[src/sv/wildcard_star_matcher_assert.svh]
// ----------------------------------------------------------------------------
// wildcard_star_matcher_assert.svh
// Assertion macros for the wildcard star matcher RTL.
// ----------------------------------------------------------------------------
`ifndef WILDCARD_STAR_MATCHER_ASSERT_SVH
`define WILDCARD_STAR_MATCHER_ASSERT_SVH

// Check a property on every rising edge, quiet while reset is high.
`define WSM_ASSERT_RST(label, clk, rst, prop, msg) \
   label: assert property (@(posedge clk) disable iff (rst) (prop)) else $error(msg);

// Check a property on every rising edge, reset included.
`define WSM_ASSERT_ALWAYS(label, clk, prop, msg) \
   label: assert property (@(posedge clk) (prop)) else $error(msg);

`endif

[src/sv/wsm_pkg.sv]
`timescale 1ns / 1ps
// ----------------------------------------------------------------------------
// wsm_pkg
// Shared types and constants of the wildcard star matcher.
// ----------------------------------------------------------------------------
package wsm_pkg;

   localparam int PATTERN_MAX_DEFAULT = 64;
   localparam int SYM_W               = 8;
   localparam int CMD_W               = 2;
   localparam logic [SYM_W-1:0] STAR_BYTE = 8'h2A;

   typedef enum logic [CMD_W-1:0] {
      CMD_APPEND  = 2'd0,
      CMD_CLEAR   = 2'd1,
      CMD_SUBJECT = 2'd2,
      CMD_FINISH  = 2'd3
   } cmd_type;

   // one-hot strobes for the word being executed this cycle
   typedef struct packed {
      logic append;
      logic clear;
      logic subject;
      logic finish;
   } ctrl_type;

endpackage

[src/sv/wsm_pattern.sv]
`timescale 1ns / 1ps
// ----------------------------------------------------------------------------
// wsm_pattern
// Pattern store, length and overflow flag, with per-position compare.
// ----------------------------------------------------------------------------
module wsm_pattern
   import wsm_pkg::*;
#(
   parameter int PATTERN_MAX = PATTERN_MAX_DEFAULT,
   localparam int LEN_W = $clog2(PATTERN_MAX + 1),
   localparam int IDX_W = (PATTERN_MAX > 1) ? $clog2(PATTERN_MAX) : 1
) (
   input  logic                   clock,
   input  logic                   reset,
   input  ctrl_type               ctrl,
   input  logic [SYM_W-1:0]       sym,
   output logic [LEN_W-1:0]       pat_len,
   output logic                   overflow,
   output logic [PATTERN_MAX-1:0] star_vec,
   output logic [PATTERN_MAX-1:0] hit_vec,
   output logic [PATTERN_MAX-1:0] star_next
);

   logic [SYM_W-1:0] store_ff [PATTERN_MAX];
   logic [LEN_W-1:0] len_ff, len_in;
   logic             ovf_ff, ovf_in;
   logic             full;
   logic             wr_en;
   logic             sym_is_star;

   assign full        = (len_ff == LEN_W'(PATTERN_MAX));
   assign wr_en       = ctrl.append && !full;
   assign sym_is_star = (sym == STAR_BYTE);

   always_comb begin
      len_in = len_ff;
      ovf_in = ovf_ff;
      if (ctrl.clear) begin
         len_in = '0;
         ovf_in = 1'b0;
      end else if (ctrl.append) begin
         if (full) begin
            ovf_in = 1'b1;
         end else begin
            len_in = len_ff + LEN_W'(1);
         end
      end
   end

   always_ff @(posedge clock) begin
      if (reset) begin
         len_ff <= '0;
         ovf_ff <= 1'b0;
      end else begin
         len_ff <= len_in;
         ovf_ff <= ovf_in;
      end
   end

   // store has no reset: entries at or above the length are masked off
   always_ff @(posedge clock) begin
      if (wr_en) begin
         store_ff[len_ff[IDX_W-1:0]] <= sym;
      end
   end

   for (genvar p = 0; p < PATTERN_MAX; p++) begin : g_pos
      localparam logic [LEN_W-1:0] POS = LEN_W'(p);
      logic used_cur, used_nxt, is_star, is_new;

      assign used_cur = (POS < len_ff);
      assign used_nxt = (POS < len_in);
      assign is_star  = (store_ff[p] == STAR_BYTE);
      assign is_new   = wr_en && (len_ff == POS);

      assign star_vec[p]  = used_cur && is_star;
      assign hit_vec[p]   = used_cur && !is_star && (store_ff[p] == sym);
      assign star_next[p] = used_nxt && (is_new ? sym_is_star : is_star);
   end

   assign pat_len  = len_ff;
   assign overflow = ovf_ff;

endmodule

[src/sv/wsm_nfa.sv]
`timescale 1ns / 1ps
// ----------------------------------------------------------------------------
// wsm_nfa
// Active position vector: shift on subject bytes, close across stars.
// ----------------------------------------------------------------------------
module wsm_nfa
   import wsm_pkg::*;
#(
   parameter int PATTERN_MAX = PATTERN_MAX_DEFAULT,
   localparam int LEN_W = $clog2(PATTERN_MAX + 1)
) (
   input  logic                   clock,
   input  logic                   reset,
   input  ctrl_type               ctrl,
   input  logic [LEN_W-1:0]       pat_len,
   input  logic [PATTERN_MAX-1:0] star_vec,
   input  logic [PATTERN_MAX-1:0] hit_vec,
   input  logic [PATTERN_MAX-1:0] star_next,
   output logic                   end_active
);

   localparam int VEC_W = PATTERN_MAX + 1;
   localparam logic [VEC_W-1:0] ARMED = VEC_W'(1);

   logic [VEC_W-1:0] active_ff, active_in;
   logic [VEC_W-1:0] raw;
   logic [VEC_W-1:0] prop, gen, carry;
   logic             fire;

   assign fire = ctrl.append || ctrl.clear || ctrl.subject || ctrl.finish;

   always_comb begin
      raw = ARMED;
      if (ctrl.subject) begin
         raw = '0;
         for (int p = 0; p < PATTERN_MAX; p++) begin
            raw[p+1] = raw[p+1] | (active_ff[p] & hit_vec[p]);
            raw[p]   = raw[p]   | (active_ff[p] & star_vec[p]);
         end
      end
   end

   // Star closure as a carry chain: an active star generates, a star propagates.
   // The carry into each bit marks a position reached across stars.
   assign prop      = {1'b0, star_next};
   assign gen       = prop & raw;
   assign carry     = (prop + gen) ^ prop ^ gen;
   assign active_in = raw | carry;

   always_ff @(posedge clock) begin
      if (reset) begin
         active_ff <= ARMED;
      end else if (fire) begin
         active_ff <= active_in;
      end
   end

   assign end_active = active_ff[pat_len];

endmodule

[src/sv/wildcard_star_matcher.sv]
`timescale 1ns / 1ps
// ----------------------------------------------------------------------------
// wildcard_star_matcher
// Whole-string glob matcher where '*' matches any run of bytes.
// ----------------------------------------------------------------------------
// Usage:
//   Input words arrive on req_*: req_tuser carries the command (append pattern
//   byte, clear pattern, subject byte, end of subject), req_tdata the byte.
//   Load a pattern with append words, stream subject bytes, then send end of
//   subject; one result word comes out on rsp_* with the match bit and the
//   sticky pattern overflow bit. Other commands produce no result word.
// Throughput: one word per cycle, except that an end of subject waits while
//   the previous result is not taken; every pattern position is compared
//   and advanced in parallel, closure across stars is one carry chain.
// Registers: a word is registered at acceptance and executed from the input
//   register; end of subject loads the result register, which drives rsp_*.
// Stall: while a result waits on rsp_tready, the block still takes and
//   executes pattern and subject words; only the next end of subject waits.
// Reset: pattern empty, overflow clear, subject armed at position zero.
//   The pattern store itself is not cleared; only entries below the length
//   are ever used.
// ----------------------------------------------------------------------------
`include "wildcard_star_matcher_assert.svh"

module wildcard_star_matcher
   import wsm_pkg::*;
#(
   parameter int PATTERN_MAX = PATTERN_MAX_DEFAULT
) (
   input  logic       clock,
   input  logic       reset,
   // request channel
   input  logic       req_tvalid,
   output logic       req_tready,
   input  logic [7:0] req_tdata,   // [7:0] symbol
   input  logic [1:0] req_tuser,   // [1:0] command
   // response channel
   output logic       rsp_tvalid,
   input  logic       rsp_tready,
   output logic [7:0] rsp_tdata    // [0] matched, [1] pattern_overflow, [7:2] zero
);

   localparam int LEN_W = $clog2(PATTERN_MAX + 1);

   // input register
   logic             in_valid_ff;
   cmd_type          cmd_ff;
   logic [SYM_W-1:0] sym_ff;

   // result register
   logic rsp_valid_ff;
   logic matched_ff;
   logic ovf_out_ff;

   logic     advance;
   ctrl_type ctrl;

   logic [LEN_W-1:0]       pat_len;
   logic                   overflow;
   logic [PATTERN_MAX-1:0] star_vec, hit_vec, star_next;
   logic                   end_active;

   // An end-of-subject word needs room in the result register; others go at once.
   assign advance    = in_valid_ff &&
                       ((cmd_ff != CMD_FINISH) || !rsp_valid_ff || rsp_tready);
   assign req_tready = !in_valid_ff || advance;

   always_ff @(posedge clock) begin
      if (reset) begin
         in_valid_ff <= 1'b0;
      end else if (req_tready) begin
         in_valid_ff <= req_tvalid;
      end
   end

   always_ff @(posedge clock) begin
      if (req_tready && req_tvalid) begin
         cmd_ff <= cmd_type'(req_tuser);
         sym_ff <= req_tdata;
      end
   end

   // decode the word in the input register into execute strobes
   always_comb begin
      ctrl = '0;
      if (advance) begin
         case (cmd_ff)
            CMD_APPEND:  ctrl.append  = 1'b1;
            CMD_CLEAR:   ctrl.clear   = 1'b1;
            CMD_SUBJECT: ctrl.subject = 1'b1;
            CMD_FINISH:  ctrl.finish  = 1'b1;
            default:     ctrl = '0;
         endcase
      end
   end

   wsm_pattern #(
      .PATTERN_MAX (PATTERN_MAX)
   ) u_pattern (
      .clock     (clock),
      .reset     (reset),
      .ctrl      (ctrl),
      .sym       (sym_ff),
      .pat_len   (pat_len),
      .overflow  (overflow),
      .star_vec  (star_vec),
      .hit_vec   (hit_vec),
      .star_next (star_next)
   );

   wsm_nfa #(
      .PATTERN_MAX (PATTERN_MAX)
   ) u_nfa (
      .clock      (clock),
      .reset      (reset),
      .ctrl       (ctrl),
      .pat_len    (pat_len),
      .star_vec   (star_vec),
      .hit_vec    (hit_vec),
      .star_next  (star_next),
      .end_active (end_active)
   );

   // Load the result on end of subject; drop it once taken.
   always_ff @(posedge clock) begin
      if (reset) begin
         rsp_valid_ff <= 1'b0;
      end else if (ctrl.finish) begin
         rsp_valid_ff <= 1'b1;
      end else if (rsp_tready) begin
         rsp_valid_ff <= 1'b0;
      end
   end

   always_ff @(posedge clock) begin
      if (ctrl.finish) begin
         matched_ff <= end_active;
         ovf_out_ff <= overflow;
      end
   end

   assign rsp_tvalid = rsp_valid_ff;
   assign rsp_tdata  = {6'b0, ovf_out_ff, matched_ff};

   // ------------------------------------------------------------------------
   // assertions
   // ------------------------------------------------------------------------
   `WSM_ASSERT_RST(a_rsp_from_finish, clock, reset,
      $rose(rsp_valid_ff) |-> $past(advance && (cmd_ff == CMD_FINISH)),
      "result appeared without an executed end of subject")
   `WSM_ASSERT_RST(a_overflow_when_full, clock, reset,
      overflow |-> (pat_len == LEN_W'(PATTERN_MAX)),
      "overflow flag set while pattern not full")
   `WSM_ASSERT_RST(a_stall_cause, clock, reset,
      !req_tready |-> (in_valid_ff && rsp_valid_ff && !rsp_tready),
      "input stalled without a blocked result")

endmodule

[config.mk]
export PLATFORM = sky130hd
export DESIGN_NAME = wildcard_star_matcher
export DESIGN_NICKNAME = d
export VERILOG_FILES = /design/src/sv/wsm_pkg.sv /design/src/sv/wsm_pattern.sv /design/src/sv/wsm_nfa.sv /design/src/sv/wildcard_star_matcher.sv
export VERILOG_INCLUDE_DIRS = /design/src /design/src/sv
export SDC_FILE = /design/constraint.sdc
export NUM_CORES = 1
export LEC_CHECK = 0
export ABC_AREA = 1
export CAP_MARGIN = 20
export CELL_PAD_IN_SITES_DETAIL_PLACEMENT = 1
export CELL_PAD_IN_SITES_GLOBAL_PLACEMENT = 2
export CORE_AREA = 2 2 294 296
export CTS_CLUSTER_SIZE = 10
export DETAILED_ROUTE_END_ITERATION = 16
export DIE_AREA = 0 0 296 298
export DONT_BUFFER_PORTS = 1
export HOLD_SLACK_MARGIN = 0.03
export PLACE_DENSITY = 0.95
export SYNTH_ARGS = -nofsm -noshare
export SYNTH_HDL_FRONTEND = slang
export SYNTH_HIERARCHICAL = 1
export SYNTH_SLANG_ARGS = --single-unit
[constraint.sdc]
create_clock -name clock -period 9.6 [get_ports clock]
set_clock_uncertainty 0.15 [all_clocks]
set_input_delay 0.96 -clock clock [delete_from_list [all_inputs] [get_ports clock]]
set_output_delay 0.96 -clock clock [all_outputs]
set_load 0.01 [all_outputs]
==> flow_summary_export.csv, run 1 <==
group,metric,value,unit
status,status,"completed",
yosys,synth_area_leaders,"edfxtp_1 (43%), nand2_1 (11%), nor2_1 (6.6%), xnor2_1 (5.6%), inv_1 (4.5%)",
min_path,hold_class,"in2reg",
clock_tree,path_clk_slew,0.06,ns
timing,whs,0.249,ns
yosys,ys_seq_elements,599,
worst_setup_path,worstPathCellList,"nor2_1 > inv_1 > nor2_2 > inv_1 > nor2_1 > nor3_1 > nand2_1 > nand2_1 > nand2_1 > nand2_1 > nor2_1 > nand2_1 > nand2_2 > nand2_1 > nand2_1 > nand2_1 > nand2_1 > nand3b_1 > nand2_1 > nand2_1 > a21oi_1",
timing,setup_viol,0,
min_path,min_path_cells,1,
floorplan,start_util,42.7,%
drt,firstDrtPassIters,6,
worst_setup_path,r2r-start,"u_pattern/pat_len[5]",
worst_setup_path,rrSetupSlack,4.12,ns
power_and_ir_drop,vdd_drop_max,0.106,mV
drt,dr_wl_met2,63400,µm
clock_tree,post_cts_resized,0,
timing,fin_setup_tns,0,ns
drt,dr_wl_met3,13300,µm
yosys,syn_avg_cell_area,8.21,µm²
clock_tree,clock_sinks,599,
yosys,synth.most_common_cell,"nand2_1",
floorplan,fp.dieW,296,µm
yosys,synthTopCellsByCount,"nand2_1 (1025), nor2_1 (639), edfxtp_1 (524)",
global_routing,grt_antenna_before_repair,5,
drt,wl,144000,µm
layout,drive_above_1_share,6.29,%
floorplan,dieArea,88200,µm²
worst_setup_path,required,10.02,ns
yosys,yosys_warnings,6,
power_and_ir_drop,p_leak,0.0147,µW
timing,timing.fmax,183,MHz
clock_tree,post-cts-setup-buffers,0,
power_and_ir_drop,powerDensity,146,nW/µm²
yosys,synth_edf_count,524,
worst_setup_path,startpoint,"u_pattern/pat_len[5]",
clock_tree,cts_buffer_depth,3,
clock_tree,cts_tree,"done",
drt,wl_per_cell,25.9,µm
drt,drc,0,
worst_setup_path,crit_slowest_cell,"nor2_1",
yosys,synthCells,4414,
drt,antenna_left,0,
clock_tree,worstSkewPairLatency,0.64,ns
yosys,ys.flop_type,"edfxtp_1",
yosys,ys_seq_area_share,47.6,%
layout,finish.instance_area,39400,µm²
worst_setup_path,crit_family,"simple AND/OR/NAND/NOR gates",
worst_setup_path,crit_buf_inv,2,
worst_setup_path,critical_path_class,"reg2reg",
timing,period_minus_slack,5.48,ns
yosys,synth_top_area_share,43.4,%
min_path,hold_end,"u_pattern/pat_len[5]",
layout,fillers,10300,
worst_setup_path,worst_path_most_repeated_cell,"nand2_1",
timing,min_period_over_period,57.0,%
placed_design,placed_cell_area,37300,µm²
flow_run,max-cap-violations,0,
timing,rsz0062_at_grt,"no",
layout,nets,4416,
floorplan,pin_count,24,
floorplan,dieHeight,298,µm
clock_tree,cts_buffers,74,
clock_tree,cts_hold_buf,0,
worst_setup_path,reg2reg_depth,21,
layout,fin_cells,5568,
placed_design,place.gp.congestion,1.02,
worst_setup_path,regToRegEndpoint,"u_nfa/active_ff[42]",
drt,top_layer,"met5",
yosys,syn_area,36200,µm²
worst_setup_path,start_kind,"register",
drt,vias,32400,
floorplan,core,84900,µm²
drt,wirelength_met1,61000,µm
worst_setup_path,cp_max_fo,16,
clock_tree,cts-root-buf,"clkbuf_16",
yosys,synth_top_area_cell,"edfxtp_1",
worst_setup_path,arrival,5.89,ns
floorplan,rows,107,
global_routing,track_usage,32.4,%
yosys,async_reset_ff_share,0,%
global_routing,grt.overflow.total,0,
timing,slew_viol_final,0,
drt,routed_via_density,5.82,
worst_setup_path,crit_path_end_kind,"register",
placed_design,dp.cells,5463,
layout,synthToLayoutAreaGrowth,8.74,%
global_routing,grt_pass1_vias,32500,
timing,hold_violations,0,
yosys,ys_types,58,
timing,worstMarginPinSlew,1.09,ns
clock_tree,htree_levels,3,
min_path,hold_start,"reset",
global_routing,grt_max_degree,103,
global_routing,grt_pass1_wl,212000,µm
placed_design,dp_hpwl,107000,µm
placed_design,io_buffers,0,
worst_setup_path,critPathMaxStageDelay,0.80,ns
timing,slew-limit-headroom,27.3,%
drt,detail_route.iter0.violations,3510,
-- metal layers --
layer  vias to the layer above  GRT usage [%]
met4                         2           13.2
met5                         -              0
li1                      14600              -
met3                       325           6.31
met2                      1513           49.5
met1                     16000           45.1
-- logic make-up (layout without fill, tap and decap cells) --
kind of cell	after synthesis	count (layout)	share of synthesized area (%)
buffers and inverters	604	607	6.86
adder cells (fa/ha/maj)	5	5	0.173
other	1	8	0.0103
AO/OA/AOI/OAI	489	489	7.64
XOR/XNOR	406	406	9.81
AND/OR/NAND/NOR	2310	2310	27.9
flip-flops	599	599	47.6
-- sequential cells by signal, summed over array words and instances (netlist names) --
signal              flops
cmd_ff                  2
in_valid_ff             1
matched_ff              1
ovf_out_ff              1
rsp_tvalid              1
sym_ff                  8
u_nfa/active_ff        65
u_pattern/overflow      1
u_pattern/pat_len       7
u_pattern/store_ff    512
-- power by group --
part           switching [µW]  internal, µW
Sequential               47.3          2860
Clock                    1090          1410
Combinational             260           109
-- worst reg2reg max path, delay by kind of cell, from the launching register on --
| kind | cells | cell delay (ns) |
|---|---|---|
| buffers and inverters | 2 | 0.86 |
| DFF | 1 | 0.53 |
| and+or+nand+nor | 18 | 3.75 |
| AOI/OAI and AO/OA | 1 | 0.12 |
-- per-stage QoR --
stage	utilization, %	power (µW)	setup WS [ns]
5_1_grt	46.4	5920	3.83
3_3_place_gp	44.0	3300	4.28
3_5_place_dp	44.0	3320	4.33
4_1_cts	46.4	5800	4.32
6_report	46.4	5770	4.12
2_1_floorplan	-	3180	5.82
-- final cells by class --
type	instances	area [µm²]	area share, %
well taps	1144	1430	3.63
clock inverters	18	148	0.375
repair buffers	47	398	1.01
inverters	459	1720	4.37
diodes	2	5.00	0.0127
flip-flops and latches	599	17200	43.7
clock buffers	83	1910	4.84
multi-input cells	3216	16600	42.0
-- placed cells by master, fill, tap and decap left out, types with 15 or more instances in the layout --
cell       netlist  layout
nor3_1          79      78
nand3b_1        15      15
inv_1          437     436
inv_2           19      19
xor2_1         175     175
clkbuf_16        0      75
nor2_1         639     637
nand2_1       1025    1024
edfxtp_1       524     524
o21ai_1         17      17
o22ai_1         30      30
a21oi_1        146     146
xnor2_1        231     231
o21bai_1        20      20
nor4_1          78      78
dfxtp_1         75      75
buf_4           16      41
nand3_1        213     213
nand4_1        129     129
o21ai_0        204     204
nor2_2          35      36
nand2_2         35      35
-- worst max-delay path by stage --
stage / end / slack [ns] / cells after the start
global route: u_nfa/active_ff[60] / 3.83 / 17
CTS: u_nfa/active_ff[60] / 4.32 / 17
finish: u_nfa/active_ff[42] / 4.12 / 21
detailed placement: u_nfa/active_ff[60] / 4.33 / 17
global placement: u_nfa/active_ff[60] / 4.28 / 17
floorplan: u_nfa/active_ff[32] / 5.82 / 23
No activity file was read; power rests on OpenSTA's default activity.
==> run 2, diff against run 1 <==
CORE_AREA = 2 2 304 306   (was 2 2 294 296)
DIE_AREA = 0 0 306 308   (was 0 0 296 298)
PLACE_DENSITY = 0.9   (was 0.95)
clock period = 5.7 ns   (was 9.6 ns; I/O delays follow)
==> run 2 against run 1 <==
Against the previous run:
- critical path depth decreased by 2
- sequential power increased by 69%
- global-route usage decreased by 2.0 points
- final area grew 1.3%
- combinational power grew 73%
- fmax up 18%
- core utilization decreased by 2.5 points
- die area up 6.8%
- clock power is 73% higher
- worst hold slack lost 0.053 ns
- via count fell by 0.33%
- register-to-register slack lost 3.1 ns
- critical endpoint is now u_nfa/active_ff[56]
==> flow_summary_export.csv, run 2 (synthesized netlist as in run 1, its figures left out) <==
group,metric,value,unit
status,status,"completed",
clock_tree,cts_buffers,73,
drt,vias,32300,
placed_design,io_buffers,0,
clock_tree,cts_buffer_depth,3,
worst_setup_path,critical_path_class,"reg2reg",
floorplan,rows,111,
drt,drc,0,
min_path,hold_class,"in2reg",
timing,rsz0062_at_grt,"no",
flow_run,max-cap-violations,0,
layout,nets,4453,
drt,detail_route.iter0.violations,3485,
global_routing,grt.overflow.total,0,
global_routing,grt_pass1_wl,213000,µm
floorplan,start_util,39.8,%
drt,antenna_left,0,
power_and_ir_drop,power.switching,2420,µW
layout,final_common_cell,"nand2_1",
timing,min_period_over_period,81.6,%
global_routing,grt_max_degree,103,
floorplan,core,91000,µm²
floorplan,pin_count,24,
worst_setup_path,cp_max_fo,7,
worst_setup_path,required,6.14,ns
placed_design,dp_hpwl,109000,µm
timing,hold_violations,0,
power_and_ir_drop,clkPwrFrac,43.7,%
layout,largest_register_ffs,512,
power_and_ir_drop,powerDensity,247,nW/µm²
layout,ff_latch_area,17200,µm²
power_and_ir_drop,p_int,7460,µW
power_and_ir_drop,vdd_drop_max,0.241,mV
timing,timing.fmax,215,MHz
timing,slew_viol_final,0,
timing,worstMarginPinSlew,1.09,ns
clock_tree,clock_sinks,599,
timing,slew-limit-headroom,26.5,%
power_and_ir_drop,design_power_total,9880,µW
power_and_ir_drop,p_comb_share,6.5,%
drt,wl,145000,µm
clock_tree,cts_tree,"done",
clock_tree,path_clk_slew,0.06,ns
layout,drive_above_1_share,6.83,%
drt,firstDrtPassIters,5,
timing,setup_viol,0,
global_routing,grt_pass1_vias,32400,
power_and_ir_drop,seq_power_share,49.8,%
worst_setup_path,arrival,5.09,ns
drt,routed_via_density,5.72,
floorplan,dieHeight,308,µm
layout,final_cell_mix,"nand2_1 (1024), nor2_1 (637), edfxtp_1 (524)",
global_routing,grt_antenna_before_repair,5,
layout,synthToLayoutAreaGrowth,10.2,%
global_routing,track_usage,30.4,%
worst_setup_path,crit_path_end_kind,"register",
layout,post-route-util,43.9,%
power_and_ir_drop,p_leak,0.0150,µW
clock_tree,cts-root-buf,"clkbuf_16",
clock_tree,post-cts-setup-buffers,0,
power_and_ir_drop,switching_share,24.5,%
clock_tree,htree_levels,3,
timing,fin_setup_tns,0,ns
worst_setup_path,start_kind,"register",
drt,wl_per_cell,25.7,µm
clock_tree,worstSkewPairLatency,0.66,ns
placed_design,place.gp.congestion,1.02,
floorplan,fp.dieW,306,µm
layout,multi_input_area,16600,µm²
timing,period_minus_slack,4.65,ns
floorplan,dieArea,94200,µm²
layout,fillers,10800,
## run 2: power by group through the flow
stage | clock network, µW | registers, µW | logic, µW
after floorplan | 0 | 4960 | 392
after global placement | 0 | 5000 | 601
after detailed placement | 0 | 5000 | 622
after CTS | 4410 | 4910 | 636
after global routing | 4530 | 4910 | 690
final | 4320 | 4920 | 640
## run 2: worst paths after layout
kind / to / from / slack (ns) / cells after the start
hold reg to reg: rsp_tvalid / in_valid_ff / 0.41 / 2
setup reg to reg: u_nfa/active_ff[56] / u_pattern/pat_len[5] / 1.05 / 19
hold / removal: cmd_ff[1] / req_tvalid / 0.20 / 3
setup / recovery: u_nfa/active_ff[56] / u_pattern/pat_len[5] / 1.05 / 19
## run 2: metal layers
metal / global-route usage (%) / routed length (µm) / part of all wire [%]
met1: 42.3 / 63200 / 44
met2: 47.7 / 64400 / 44
met3: 4.95 / 11800 / 8.1
met4: 11.5 / 5820 / 4.0
met5: 0 / 16 / 0.011
## run 2: layout make-up
| cell class | count | area share [%] |
|---|---|---|
| diodes | 1 | 0.00627 |
| clock buffers | 90 | 4.84 |
| clock inverters | 15 | 0.470 |
| inverters | 459 | 4.31 |
| multi-input cells | 3216 | 41.5 |
| flip-flops and latches | 599 | 43.2 |
| well taps | 1186 | 3.72 |
| repair buffers | 85 | 2.02 |
## run 2: repair_timing
item                                    4_1_cts  5_1_grt
endpoints found under the setup margin        0        0
hold buffers                                 13        0
resized for setup                             0        0
hold endpoints to repair                     20        0
## run 2: stage by stage
step                hold WS [ns]  worst slack, ns  instance area (µm²)  std cells
global placement           0.356             1.11                37700       5531
global route               0.196            0.812                39900       5650
CTS                        0.155             1.10                39900       5649
finish                     0.196             1.05                39900       5651
detailed placement         0.370             1.11                37700       5531
floorplan                  0.258             1.92                36300       4419
## run 2: worst max-delay path, cell delays in order, from the launching register on
cell and delay, ns:
dfxtp_1 0.54, inv_1 0.18, nor2_1 0.30, inv_1 0.14, nor2_1 0.30, inv_1 0.19
o21ai_0 0.59, nor3_1 0.32, nand2_1 0.14, nand2_1 0.12, nand2_1 0.11, nand2_1 0.08
nor2_1 0.25, nand2_1 0.21, nor2_2 0.21, and2_1 0.20, nand3_1 0.11, nand3_1 0.21
nand2_1 0.09, a21oi_1 0.14
